**src/design/yuv2rgb_fifo.sv**
```systemverilog
// Small register-based first-in first-out queue with occupancy count.
module yuv2rgb_fifo #(
    parameter int WIDTH = 8,
    parameter int DEPTH = 4
) (
    input  logic                         clk,
    input  logic                         rst_n,
    input  logic                         push,
    output logic                         full,
    input  logic [WIDTH-1:0]             wdata,
    input  logic                         pop,
    output logic                         empty,
    output logic [WIDTH-1:0]             rdata,
    output logic [$clog2(DEPTH+1)-1:0]   count
);

    localparam int AW = (DEPTH > 1) ? $clog2(DEPTH) : 1;
    localparam int CW = $clog2(DEPTH + 1);
    localparam logic [AW-1:0] LAST = AW'(DEPTH - 1);

    logic [WIDTH-1:0] data_reg [DEPTH];
    logic [AW-1:0]    wr_ptr_reg, wr_ptr_next;
    logic [AW-1:0]    rd_ptr_reg, rd_ptr_next;
    logic [CW-1:0]    count_reg, count_next;
    logic             do_push;
    logic             do_pop;

    assign full    = (count_reg == CW'(DEPTH));
    assign empty   = (count_reg == '0);
    assign count   = count_reg;
    assign rdata   = data_reg[rd_ptr_reg];
    assign do_push = push && !full;
    assign do_pop  = pop && !empty;

    always_comb
    begin
        wr_ptr_next = wr_ptr_reg;
        rd_ptr_next = rd_ptr_reg;
        count_next  = count_reg;
        if (do_push)
        begin
            wr_ptr_next = (wr_ptr_reg == LAST) ? '0 : wr_ptr_reg + AW'(1);
        end
        if (do_pop)
        begin
            rd_ptr_next = (rd_ptr_reg == LAST) ? '0 : rd_ptr_reg + AW'(1);
        end
        if (do_push && !do_pop)
        begin
            count_next = count_reg + CW'(1);
        end
        else if (do_pop && !do_push)
        begin
            count_next = count_reg - CW'(1);
        end
    end

    always_ff @(posedge clk or negedge rst_n)
    begin
        if (!rst_n)
        begin
            wr_ptr_reg <= '0;
            rd_ptr_reg <= '0;
            count_reg  <= '0;
        end
        else
        begin
            wr_ptr_reg <= wr_ptr_next;
            rd_ptr_reg <= rd_ptr_next;
            count_reg  <= count_next;
        end
    end

    always_ff @(posedge clk)
    begin
        if (do_push)
        begin
            data_reg[wr_ptr_reg] <= wdata;
        end
    end

endmodule

```
**config.mk**
```make
export PLATFORM = sky130hd
export DESIGN_NAME = yuv2rgb_fifo
export DESIGN_NICKNAME = d
export VERILOG_FILES = /design/src/design/yuv2rgb_fifo.sv
export SDC_FILE = /design/constraint.sdc
export NUM_CORES = 1
export LEC_CHECK = 0
export ABC_CLOCK_PERIOD_IN_PS = 2600
export BUFFER_PORTS_ARGS = -buffer_cell sky130_fd_sc_hd__buf_2
export CELL_PAD_IN_SITES_DETAIL_PLACEMENT = 2
export CELL_PAD_IN_SITES_GLOBAL_PLACEMENT = 2
export CORE_MARGIN = 2
export CORE_UTILIZATION = 41
export CTS_CLUSTER_DIAMETER = 120
export DETAILED_ROUTE_END_ITERATION = 10
export PLACE_DENSITY = 0.74
export SETUP_SLACK_MARGIN = 0.3
export SYNTH_ARGS = -nofsm -noshare
export SYNTH_HDL_FRONTEND = slang
export SYNTH_SLANG_ARGS = --single-unit
export TNS_END_PERCENT = 50
```
**constraint.sdc**
```tcl
create_clock -name clk -period 2.6 [get_ports clk]
set_input_delay 0 -clock clk [delete_from_list [all_inputs] [get_ports clk]]
set_output_delay 0 -clock clk [all_outputs]
set_load 0.02 [all_outputs]
```
==> flow_metrics.tcl <==
set metrics [dict create \
    status "completed" \
    track_usage_pct 16.7 \
    fin_nets 135 \
    ir_drop_v 0.000437 \
    cp-start-kind "flop" \
    clockBufferDepth 2 \
    h-tree-depth 2 \
    area_delta_synth_final_pct 20.7 \
    p_leak_nw 0.744 \
    p_per_area_nw_per_um2 1120 \
    use_met1_pct 20.3 \
    setup-tns-final_ns 0 \
    post_drt_via_cell_ratio 4.78 \
    rows 22 \
    cts_root_buffer "clkbuf_8" \
    crit_path_frequent_cell "xor2_1" \
    cts_made_buffers 5 \
    mostFrequentLayoutCells "32 x edfxtp_1, 24 x buf_2, 9 x dlygate4sd3_1" \
    vias 788 \
    slowest_delay_ns 0.43 \
    gp_congestion 0.804 \
    reg2reg_from "count[2]" \
    final_area_um2 1960 \
    reg2reg_to "count[2]" \
    fmax_mhz 484 \
    dpl_cell_area_um2 1790 \
    ys_seq_elements 39 \
    largest_reg_flops 32 \
    antenna_found_initial 0 \
    cp-endpoint "count[2]" \
    grt_max_degree 12 \
    die_w_um 66.9 \
    io_buffers 24 \
    drt-initial-drc-count 29 \
    post-route-period-util_pct 79.4 \
    reg2reg_depth 8 \
    cp_cell_sequence "nor3b_4, nor2b_2, ha_1, inv_1, fa_1, xor2_1, nor2_1, xor2_1" \
    clkLatencyLatePin_ns 0.28 \
    start_util_pct 43.3 \
    whs_ns 0.0898 \
    place_hpwl_mm 2.07 \
    grtUsageMet3_pct 5.07 \
    busiest_layer "met2" \
    ant_nets 0 \
    cts_tree "built" \
    hold_viol_final 0 \
    wl_mm 2.96 \
    crit_path_start "count[2]" \
    ys_types 19 \
    drv_slew 0 \
    antennaDiodeCount 0 \
    grt_use_met2_pct 27.5 \
    fill_cells 353 \
    critPathCaptureType "flop" \
    hold_path.class "input port to async pin" \
    drv_cap 0 \
    post-route-min-period_ns 2.06 \
    yosysSeqAreaShare_pct 70.1 \
    routedWlPerCell_um 17.9 \
    crit_path_max_fanout 7 \
    drt_pass1_iterations 4 \
    fin_skew_ns 0.00305 \
    slew_headroom_pct 59.3 \
    crit_type "flop to flop" \
    syn_inst 79 \
    grt_pass1_wl_mm 4.89 \
    die-area_um2 4470 \
    path_clk_slew_ns 0.07 \
    grt_pass1_vias 929 \
    rrSetupSlack_ns 0.54 \
    syn-num-nets 98 \
    synthesis.area_um2 1620 \
    drive_gt1_share_pct 42.7 \
    setup_viol 0 \
    cpMaxStageDelayCell "dfrtp_1" \
    core_um2 3740 \
    gr-total-overflow 0 \
    critical_path_arrival_ns 2.27 \
    drc 0 \
    cts_sinks 39 \
    rsz0062_at_grt "no" \
    layout_commonest_cell "edfxtp_1" \
    critPathRequiredTime_ns 2.80 \
    cts_resized 0 \
    tightest_slew_ns 0.611 \
    ys_warn_count 0 \
    io_pins 25 \
    syn_avg_cell_area_um2 20.5 \
    die_y_um 66.9 \
]
area by class of cell:
| class | count | area, um2 | area share (%) |
|---|---|---|---|
| tap | 48 | 60.1 | 3.07 |
| clock buffer | 8 | 80.1 | 4.09 |
| timing repair buffer | 33 | 210 | 10.7 |
| sequential | 39 | 1140 | 58.1 |
| inverter | 3 | 11.3 | 0.576 |
| multi-input combinational | 34 | 458 | 23.4 |
per-layer routing:
metal,vias up,part of all wire (%)
met1,394,43
met2,17,53
met4,0,1.7
met3,6,2.9
met5,-,0
li1,371,-
how the worst min path moves through the flow:
stage | from | endpoint | slack [ns]
2_1_floorplan | rst_n | count[0] | -0.30
5_1_grt | rst_n | count[2] | 0.09
3_5_place_dp | rst_n | count[0] | -0.15
4_1_cts | rst_n | count[2] | 0.08
3_3_place_gp | rst_n | count[2] | -0.16
6_report | rst_n | count[2] | 0.09
repair_timing:
| item | in CTS | in global routing |
|---|---|---|
| hold buffers | 9 | 0 |
| endpoints found under the hold margin | 39 | 0 |
| buffers inserted | 0 | 0 |
kinds of logic (layout without fill, tap and decap cells):
logic type	Yosys count	count (layout)	synth area share (%)
flip-flops	39	39	70.1
AND/OR/NAND/NOR	11	11	5.41
adder cells (fa/ha/maj)	7	7	5.87
buffers and inverters	6	44	1.93
XOR/XNOR	3	3	1.62
multiplexers	13	13	15.1
per-stage QoR:
stage	setup slack (ns)	util [%]	cells	power [mW]
floorplan	0.413	-	79	1.58
global placement	0.649	47.7	148	1.79
detailed placement	0.535	47.7	148	1.85
CTS	0.514	52.2	165	2.24
global route	0.321	52.2	165	2.35
finish	0.536	52.2	165	2.19
worst max-delay path: cells and delay by family, from the launching register on:
kind / cells / cell delay (ns)
simple gates: 3 / 0.56
fa+ha+maj: 2 / 0.62
buf+inv: 1 / 0.06
flops: 1 / 0.43
xor+xnor: 2 / 0.31
where the power goes:
group / leakage, nW / total, mW / internal, mW / switching (mW)
registers: 0.375 / 1.01 / 0.846 / 0.168
logic: 0.329 / 0.804 / 0.396 / 0.408
clock network: 0.0395 / 0.376 / 0.190 / 0.185
cells in the mapped netlist (all sizes together):
master,count,area (um2)
edfxtp,32,961
mux4,8,180
dfrtp,7,175
ha,6,75.1
mux2,5,63.8
and2,4,30.0
buf,3,20.0
inv,3,11.3
nor2,3,11.3
xor2,2,17.5
fa,1,20.0
nand2b,1,13.8
nor2b,1,8.76
nor3,1,5.00
nor3b,1,18.8
xnor2,1,8.76
(Power assumes the default switching activity.)
