==> src/design/yuv2rgb_pkg.sv <==
// Shared item types, coefficients and clamp function of the YUV 4:2:0 to RGB converter.
package yuv2rgb_pkg;

    localparam int FW_W = 12;
    localparam logic [FW_W-1:0] FW_RESET = 12'd640;

    localparam int SUM_W = 28;

    localparam logic signed [18:0] COEF_Y  = 19'sd76310;
    localparam logic signed [18:0] COEF_RV = 19'sd104595;
    localparam logic signed [18:0] COEF_GU = 19'sd25677;
    localparam logic signed [18:0] COEF_GV = 19'sd53281;
    localparam logic signed [18:0] COEF_BU = 19'sd132199;

    localparam logic signed [8:0] LUMA_OFFSET   = 9'sd16;
    localparam logic signed [8:0] CHROMA_OFFSET = 9'sd128;

    typedef struct packed {
        logic [7:0] luma_first;
        logic [7:0] luma_second;
        logic [7:0] chroma_u;
        logic [7:0] chroma_v;
        logic       frame_start;
    } in_item_t;

    typedef struct packed {
        logic [7:0] luma_first;
        logic [7:0] luma_second;
        logic [7:0] chroma_u;
        logic [7:0] chroma_v;
        logic       row_end;
    } pair_t;

    typedef struct packed {
        logic [7:0] blue_first;
        logic [7:0] green_first;
        logic [7:0] red_first;
        logic [7:0] blue_second;
        logic [7:0] green_second;
        logic [7:0] red_second;
        logic       row_end;
    } out_item_t;

    function automatic logic [7:0] clamp_q16(input logic signed [SUM_W-1:0] sum);
        logic [7:0] res;
        if (sum[SUM_W-1]) begin
            res = 8'd0;
        end else if (sum[SUM_W-2:24] != '0) begin
            res = 8'd255;
        end else begin
            res = sum[23:16];
        end
        return res;
    endfunction

endpackage

==> src/design/yuv2rgb_fifo.sv <==
// Small register-based first-in first-out queue with occupancy count.
module yuv2rgb_fifo #(
    parameter int WIDTH = 8,
    parameter int DEPTH = 4
) (
    input  logic                         clk,
    input  logic                         rst_n,
    input  logic                         push,
    output logic                         full,
    input  logic [WIDTH-1:0]             wdata,
    input  logic                         pop,
    output logic                         empty,
    output logic [WIDTH-1:0]             rdata,
    output logic [$clog2(DEPTH+1)-1:0]   count
);

    localparam int AW = (DEPTH > 1) ? $clog2(DEPTH) : 1;
    localparam int CW = $clog2(DEPTH + 1);
    localparam logic [AW-1:0] LAST = AW'(DEPTH - 1);

    logic [WIDTH-1:0] data_reg [DEPTH];
    logic [AW-1:0]    wr_ptr_reg, wr_ptr_next;
    logic [AW-1:0]    rd_ptr_reg, rd_ptr_next;
    logic [CW-1:0]    count_reg, count_next;
    logic             do_push;
    logic             do_pop;

    assign full    = (count_reg == CW'(DEPTH));
    assign empty   = (count_reg == '0);
    assign count   = count_reg;
    assign rdata   = data_reg[rd_ptr_reg];
    assign do_push = push && !full;
    assign do_pop  = pop && !empty;

    always_comb
    begin
        wr_ptr_next = wr_ptr_reg;
        rd_ptr_next = rd_ptr_reg;
        count_next  = count_reg;
        if (do_push)
        begin
            wr_ptr_next = (wr_ptr_reg == LAST) ? '0 : wr_ptr_reg + AW'(1);
        end
        if (do_pop)
        begin
            rd_ptr_next = (rd_ptr_reg == LAST) ? '0 : rd_ptr_reg + AW'(1);
        end
        if (do_push && !do_pop)
        begin
            count_next = count_reg + CW'(1);
        end
        else if (do_pop && !do_push)
        begin
            count_next = count_reg - CW'(1);
        end
    end

    always_ff @(posedge clk or negedge rst_n)
    begin
        if (!rst_n)
        begin
            wr_ptr_reg <= '0;
            rd_ptr_reg <= '0;
            count_reg  <= '0;
        end
        else
        begin
            wr_ptr_reg <= wr_ptr_next;
            rd_ptr_reg <= rd_ptr_next;
            count_reg  <= count_next;
        end
    end

    always_ff @(posedge clk)
    begin
        if (do_push)
        begin
            data_reg[wr_ptr_reg] <= wdata;
        end
    end

endmodule

==> src/design/yuv2rgb_back.sv <==
// Back part: BT.601 conversion pipeline feeding the result queue.
module yuv2rgb_back
    import yuv2rgb_pkg::*;
(
    input  logic      clk,
    input  logic      rst_n,
    input  logic      mid_empty,
    input  pair_t     mid_item,
    output logic      mid_pop,
    input  logic      pop,
    output logic      empty,
    output out_item_t result
);

    localparam int OUT_DEPTH = 4;
    localparam int OCW = $clog2(OUT_DEPTH + 1);

    logic signed [8:0]       yd1, yd2, ud, vd;
    logic signed [SUM_W-1:0] yt1_reg, yt2_reg, bu_reg, gu_reg, gv_reg, rv_reg;
    logic                    row_end_reg;
    logic                    p_valid_reg;
    logic signed [SUM_W-1:0] b1, g1, r1, b2, g2, r2;
    out_item_t               conv;
    logic [OCW-1:0]          out_count;
    logic [OCW:0]            occupancy;
    logic                    out_full;

    assign yd1 = $signed({1'b0, mid_item.luma_first}) - LUMA_OFFSET;
    assign yd2 = $signed({1'b0, mid_item.luma_second}) - LUMA_OFFSET;
    assign ud  = $signed({1'b0, mid_item.chroma_u}) - CHROMA_OFFSET;
    assign vd  = $signed({1'b0, mid_item.chroma_v}) - CHROMA_OFFSET;

    assign occupancy = {1'b0, out_count} + (OCW + 1)'(p_valid_reg);
    assign mid_pop   = !mid_empty && (occupancy < (OCW + 1)'(OUT_DEPTH));

    always_ff @(posedge clk or negedge rst_n)
    begin
        if (!rst_n)
        begin
            p_valid_reg <= 1'b0;
        end
        else
        begin
            p_valid_reg <= mid_pop;
        end
    end

    always_ff @(posedge clk)
    begin
        if (mid_pop)
        begin
            yt1_reg     <= SUM_W'(yd1) * SUM_W'(COEF_Y);
            yt2_reg     <= SUM_W'(yd2) * SUM_W'(COEF_Y);
            bu_reg      <= SUM_W'(ud) * SUM_W'(COEF_BU);
            gu_reg      <= SUM_W'(ud) * SUM_W'(COEF_GU);
            gv_reg      <= SUM_W'(vd) * SUM_W'(COEF_GV);
            rv_reg      <= SUM_W'(vd) * SUM_W'(COEF_RV);
            row_end_reg <= mid_item.row_end;
        end
    end

    assign b1 = yt1_reg + bu_reg;
    assign g1 = yt1_reg - gu_reg - gv_reg;
    assign r1 = yt1_reg + rv_reg;
    assign b2 = yt2_reg + bu_reg;
    assign g2 = yt2_reg - gu_reg - gv_reg;
    assign r2 = yt2_reg + rv_reg;

    always_comb
    begin
        conv.blue_first   = clamp_q16(b1);
        conv.green_first  = clamp_q16(g1);
        conv.red_first    = clamp_q16(r1);
        conv.blue_second  = clamp_q16(b2);
        conv.green_second = clamp_q16(g2);
        conv.red_second   = clamp_q16(r2);
        conv.row_end      = row_end_reg;
    end

    yuv2rgb_fifo #(
        .WIDTH ($bits(out_item_t)),
        .DEPTH (OUT_DEPTH)
    ) u_out_fifo (
        .clk   (clk),
        .rst_n (rst_n),
        .push  (p_valid_reg),
        .full  (out_full),
        .wdata (conv),
        .pop   (pop),
        .empty (empty),
        .rdata (result),
        .count (out_count)
    );

endmodule

==> config.mk <==
export PLATFORM = sky130hd
export DESIGN_NAME = yuv2rgb_back
export DESIGN_NICKNAME = d
export VERILOG_FILES = /design/src/design/yuv2rgb_pkg.sv /design/src/design/yuv2rgb_fifo.sv /design/src/design/yuv2rgb_back.sv
export SDC_FILE = /design/constraint.sdc
export NUM_CORES = 1
export LEC_CHECK = 0
export ABC_AREA = 1
export BUFFER_PORTS_ARGS = -buffer_cell sky130_fd_sc_hd__buf_2
export CORE_ASPECT_RATIO = 0.7
export CORE_MARGIN = 2
export CORE_UTILIZATION = 40
export DETAILED_ROUTE_END_ITERATION = 6
export SLEW_MARGIN = 20
export SYNTH_ARGS = -nofsm -noshare
export SYNTH_HDL_FRONTEND = slang
export SYNTH_SLANG_ARGS = --single-unit
==> constraint.sdc <==
create_clock -name clk -period 13.4 [get_ports clk]
set_input_delay 2.01 -clock clk [delete_from_list [all_inputs] [get_ports clk]]
set_output_delay 2.01 -clock clk [all_outputs]
set_load 0.02 [all_outputs]
==> impl_metrics.toml, run 1 <==
[clock_network]
numCtsBuffers = 38
clk_latency_ns = 0.58
cts_setup_buffers = 0
cts_sinks = 361
htree_levels = 2
clkTransAtPathRegs_ns = 0.06
cts_tree = "yes"
holdBufCountCts = 0
clockBufferDepth = 3
cts-root-buf = "clkbuf_16"
cts_resized = 0

[yosys]
syn_inst = 4308
syn-num-nets = 5136
ys_seq_area_frac = 0.298
synth_ff_type = "edfxtp_1"
yosys_warnings = 0
synth_edf_count = 353
yosysTopAreaCellShare = 0.292
synth_area_per_cell_um2 = 8.42
ys_types = 55
yosys_register_bits = 361
syn_area_um2 = 36300
synthArstFlopShare = 0.0222
ys_top_cells_by_area = "edfxtp_1 29%, ha_1 22%, nand2_1 10%, fa_1 9.1%, inv_1 7.3%"
netlist.top_cell.by_area = "edfxtp_1"

[worst_setup_path]
r2r-start = "yt1_reg[18]"
cp-endpoint = "yt2_reg[23]"
worst_ep_arrival_time_ns = 6.96
r2r_setup_slack_ns = 9.78
cp-end-kind = "register"
ff2ff_path_depth = 11
required_ns = 13.71
start_kind = "input port"
reg2reg_to = "u_out_fifo.data_reg[2][40]"
worst-setup-path-type = "input port to register"
cp-startpoint = "mid_item[21]"
crit_fanout = 8

[power]
seq_power_share = 0.222
p_sw_frac = 0.537
clkPwrFrac = 0.104
power.share.combinational = 0.674
finalPower_w = 0.0102
internal_power_w = 0.00470
irDropWorstVdd_uv = 106
switchingPower_w = 0.00547
p_leak_nw = 19.7
power.density_nw_per_um2 = 258

[min_path]
hp-class = "register to register"
hold_depth = 0

[timing]
rsz0062_at_grt = "false"
fmax_ghz = 0.150
fin_skew_ns = 0.0158
hold_viol_final = 0
whs_ns = 0.512
slew-limit-headroom = 0.359
finalSetupViolCount = 0
setup-tns-final_ns = 0
finalCriticalPeriod_ns = 6.65
worst_slew_pin_slew_ns = 0.961
period_share = 0.496
slew_violations = 0

[final_layout]
drive_above_1_share = 0.0516
nets = 5241
syn_to_final_growth_pct = 8.81
mostFrequentLayoutCells = "962 x nand2_1, 705 x inv_1, 626 x ha_1"
multi_input_area_um2 = 22700
final_common_cell = "nand2_1"
largest_reg_flops = 196
fin_util = 0.439
seq_area_um2 = 10800
fillCellCount = 8969
stdcell_count = 5665

[drt]
drtIter0Drc = 2946
via_per_inst = 5.18
antenna_left = 0
wl_um = 105000
drc = 0
drt_first_pass_iters = 6
vias = 29300
routedWlPerCell_um = 18.5

[floorplanning]
core.rowCount = 92
ios = 88
dieHeight_um = 256
die_w_um = 364
die_area_um2 = 93100
core_um2 = 89900
initial_core_util = 0.403

[global_routing]
grt_max_degree = 90
track_usage = 0.224
grt_pass1_wl_um = 161000
grt_pass1_vias = 26700
grt_overflow = 0
antenna_found_initial = 3

[placed_design]
place_congestion = 1.01
portBuffers = 87
hpwl_um = 87300
dp.cells = 5595

[status]
run_status = "finished, final reports clean"

[job]
drv_cap = 0
==> worst min path at each step <==
stage | start | endpoint | slack, ns
5_1_grt | row_end_reg | u_out_fifo.data_reg[3][0] | 0.54
2_1_floorplan | row_end_reg | u_out_fifo.data_reg[0][0] | 0.46
4_1_cts | row_end_reg | u_out_fifo.data_reg[0][0] | 0.51
3_5_place_dp | row_end_reg | u_out_fifo.data_reg[3][0] | 0.50
6_report | row_end_reg | u_out_fifo.data_reg[0][0] | 0.51
3_3_place_gp | row_end_reg | u_out_fifo.data_reg[3][0] | 0.49
==> critical path, stage by stage <==
cell	delay (ns)
buf_2	0.13
inv_1	0.23
ha_1	0.24
inv_1	0.05
or2_2	0.28
nor2_1	0.62
ha_1	0.35
inv_1	0.10
fa_1	0.49
inv_1	0.06
fa_1	0.39
fa_1	0.47
ha_1	0.29
ha_1	0.38
nand2_1	0.09
nor2_1	0.16
nand2_1	0.06
o21ai_0	0.31
nand2_1	0.10
nand2_1	0.08
xor2_1	0.06
==> metrics by stage <==
step | instance area, um2 | setup slack, ns
floorplan | 36300 | 5.95
global placement | 38200 | 6.25
detailed placement | 38200 | 6.19
CTS | 39500 | 6.79
global route | 39500 | 6.46
finish | 39500 | 6.75
==> layer usage <==
layer | wire length, um | global-route usage
met1 | 56000 | 0.379
met2 | 38000 | 0.289
met4 | 1540 | 0.0331
met3 | 9350 | 0.0432
met5 | 0 | 0
==> Yosys cell counts (29+ instances only) <==
master and instances:
nand2_1 962, inv_1 707, ha_1 626, nor2_1 398, edfxtp_1 353, a21oi_1 240, o21ai_0 181, fa_1 165
nand3_1 152, xor2_1 94, nand4_1 54, o22ai_1 49, xnor2_1 43, nor3_1 31, clkbuf_1 30, o21bai_1 30
a21o_1 29
==> cell families after synthesis <==
| kind of cell | Yosys count | synth area share |
|---|---|---|
| DFF | 361 | 0.298 |
| xor gates and xnor gates | 138 | 0.0338 |
| AOI/OAI and AO/OA | 594 | 0.0923 |
| muxes | 1 | 0.000310 |
| buffers and inverters | 749 | 0.0776 |
| and+or+nand+nor | 1674 | 0.191 |
| adders and majority gates | 791 | 0.307 |
==> power groups by stage <==
stage	Sequential (W)	Combinational, W	Clock (W)
finish	0.00226	0.00685	0.00106
global route	0.00226	0.00768	0.00113
CTS	0.00224	0.00672	0.00109
detailed placement	0.00227	0.00667	0
global placement	0.00226	0.00665	0
floorplan	0.00204	0.00481	0
==> area by class of cell <==
| class | instances | share of cell area |
|---|---|---|
| Sequential cell | 361 | 0.274 |
| Antenna cell | 1 | 0.0000634 |
| Tap cell | 1222 | 0.0387 |
| Clock buffer | 43 | 0.0251 |
| Clock inverter | 26 | 0.00628 |
| Multi-Input combinational cell | 3198 | 0.575 |
| Timing Repair Buffer | 97 | 0.0129 |
| Inverter | 717 | 0.0683 |
(Power assumes the default switching activity.)
==> run 2, diff against run 1 <==
Clock period 13.4 ns to 6.8 ns, I/O delays scaled along.
==> impl_metrics.toml, run 2 (synthesized netlist as in run 1, its figures left out) <==
[drt]
antenna_left = 0
drc = 9
drt_first_pass_iters = 7
vias = 28800
routedWlPerCell_um = 18.5
via_per_inst = 5.09
wl_um = 105000
drtIter0Drc = 2547

[worst_setup_path]
r2r-start = "gu_reg[26]"
ff2ff_path_depth = 9
crit_fanout = 7
cp-end-kind = "register"
start_kind = "input port"
worst-setup-path-type = "input port to register"
required_ns = 7.10
path_common_cell = "inv_1"
cp-endpoint = "yt1_reg[25]"
r2r_setup_slack_ns = 3.06
cp-startpoint = "mid_item[29]"
worst_ep_arrival_time_ns = 5.50
cp_slowest_cell = "fa_1"
crit_path_cell_trace = "buf_2, inv_1, ha_1, nand2_1, inv_1, ha_1, inv_1, fa_1, inv_1, fa_1, fa_1, ha_1, ha_1, a21oi_1, inv_1, a21oi_1, nor3_1, nor2_1, nand2_1, nand2_1, nand2_1, xor2_1"
max_stage_delay_ns = 0.49
reg2reg_to = "u_out_fifo.data_reg[2][37]"

[global_routing]
track_usage = 0.225
grt_pass1_vias = 26800
grt_use_met3 = 0.0554
grt_overflow = 0
grt_max_degree = 71
busiest_layer = "met1"
grt.met2_usage = 0.301
antenna_found_initial = 3
grt_pass1_wl_um = 160000
use_met1 = 0.362

[final_layout]
final_common_cell = "nand2_1"
drive_above_1_share = 0.0516
fillCellCount = 8945
nets = 5245
syn_to_final_growth_pct = 8.70
mostFrequentLayoutCells = "962 x nand2_1, 705 x inv_1, 626 x ha_1"
largest_reg_flops = 196

[power]
p_leak_nw = 19.7
irDropWorstVdd_uv = 224
power.density_nw_per_um2 = 505

[clock_network]
cts_resized = 0
cts_sinks = 361
cts_tree = "yes"
clk_latency_ns = 0.57
clkTransAtPathRegs_ns = 0.06
htree_levels = 2
numCtsBuffers = 39
cts-root-buf = "clkbuf_16"
holdBufCountCts = 0
clockBufferDepth = 3
cts_setup_buffers = 0

[timing]
slew_violations = 0
hold_viol_final = 0
slew-limit-headroom = 0.408
rsz0062_at_grt = "false"
setup_slack_ns = 1.59
fmax_ghz = 0.192
period_share = 0.765
finalCriticalPeriod_ns = 5.21
setup-tns-final_ns = 0
fin_skew_ns = 0.0260
worst_slew_pin_slew_ns = 0.887
finalSetupViolCount = 0

[floorplanning]
die_area_um2 = 93100
die_w_um = 364
core_um2 = 89900
core.rowCount = 92
dieHeight_um = 256
initial_core_util = 0.403
ios = 88

[placed_design]
portBuffers = 87
place_congestion = 1.02
hpwl_um = 88300
dp_worst_setup_slack_ns = 1.05

[status]
violations = "DRC"
run_status = "complete, but fails checks"

[min_path]
hp-class = "input port to async pin"

[job]
drv_cap = 0
## run 2: cell types whose count changed in the layout (fill, tap and decap cells not counted)
cell and change:
buf_4 +3, inv_8 -1, clkinv_1 -2, bufinv_16 -1, clkinvlp_4 +1, clkinv_2 +1, clkinv_4 -1, inv_6 -2
## run 2: worst min path at each step
stage	slack (ns)	cells after the start	end	from
finish	0.29	1	u_out_fifo.count[1]	rst_n
global route	0.29	1	u_out_fifo.count[1]	rst_n
CTS	0.27	1	u_out_fifo.count[1]	rst_n
detailed placement	0.49	0	u_out_fifo.data_reg[3][0]	row_end_reg
global placement	0.49	0	u_out_fifo.data_reg[3][0]	row_end_reg
floorplan	0.46	0	u_out_fifo.data_reg[0][0]	row_end_reg
## run 2: area by class of cell
cell class	count	area, um2	area share
Sequential cell	361	10800	0.274
Clock buffer	43	991	0.0251
Inverter	717	2700	0.0684
Multi-Input combinational cell	3198	22700	0.575
Antenna cell	1	2.50	0.0000635
Timing Repair Buffer	100	533	0.0135
Clock inverter	21	185	0.00470
Tap cell	1222	1530	0.0388
## run 2: critical path: cells and delay by family
kind            cells  cell delay, ns
compound gates      2            0.30
simple gates        6            0.61
buf+inv             6            0.70
xor+xnor            1            0.14
fa+ha+maj           7            2.71
## run 2: routing by layer
layer / share of wire / routed length (um)
met1: 0.52 / 54600
met4: 0.013 / 1350
met5: 0.00012 / 13
met2: 0.38 / 39300
met3: 0.092 / 9610
## run 2: stage by stage
stage / area [um2] / hold WS (ns) / instances / util / power, W
after detailed placement: 38200 / 0.491 / 5598 / 0.425 / 0.0176
after floorplan: 36300 / 0.459 / 4308 / - / 0.0135
after global placement: 38200 / 0.491 / 5598 / 0.425 / 0.0175
after global routing: 39400 / 0.288 / 5662 / 0.439 / 0.0217
final: 39400 / 0.289 / 5663 / 0.439 / 0.0199
after CTS: 39400 / 0.266 / 5662 / 0.439 / 0.0197
## run 2: power by group
| part | switching (W) | internal (W) |
|---|---|---|
| logic | 0.00904 | 0.00435 |
| clock network | 0.000875 | 0.00113 |
| registers | 0.000761 | 0.00373 |
| total | 0.0107 | 0.00921 |
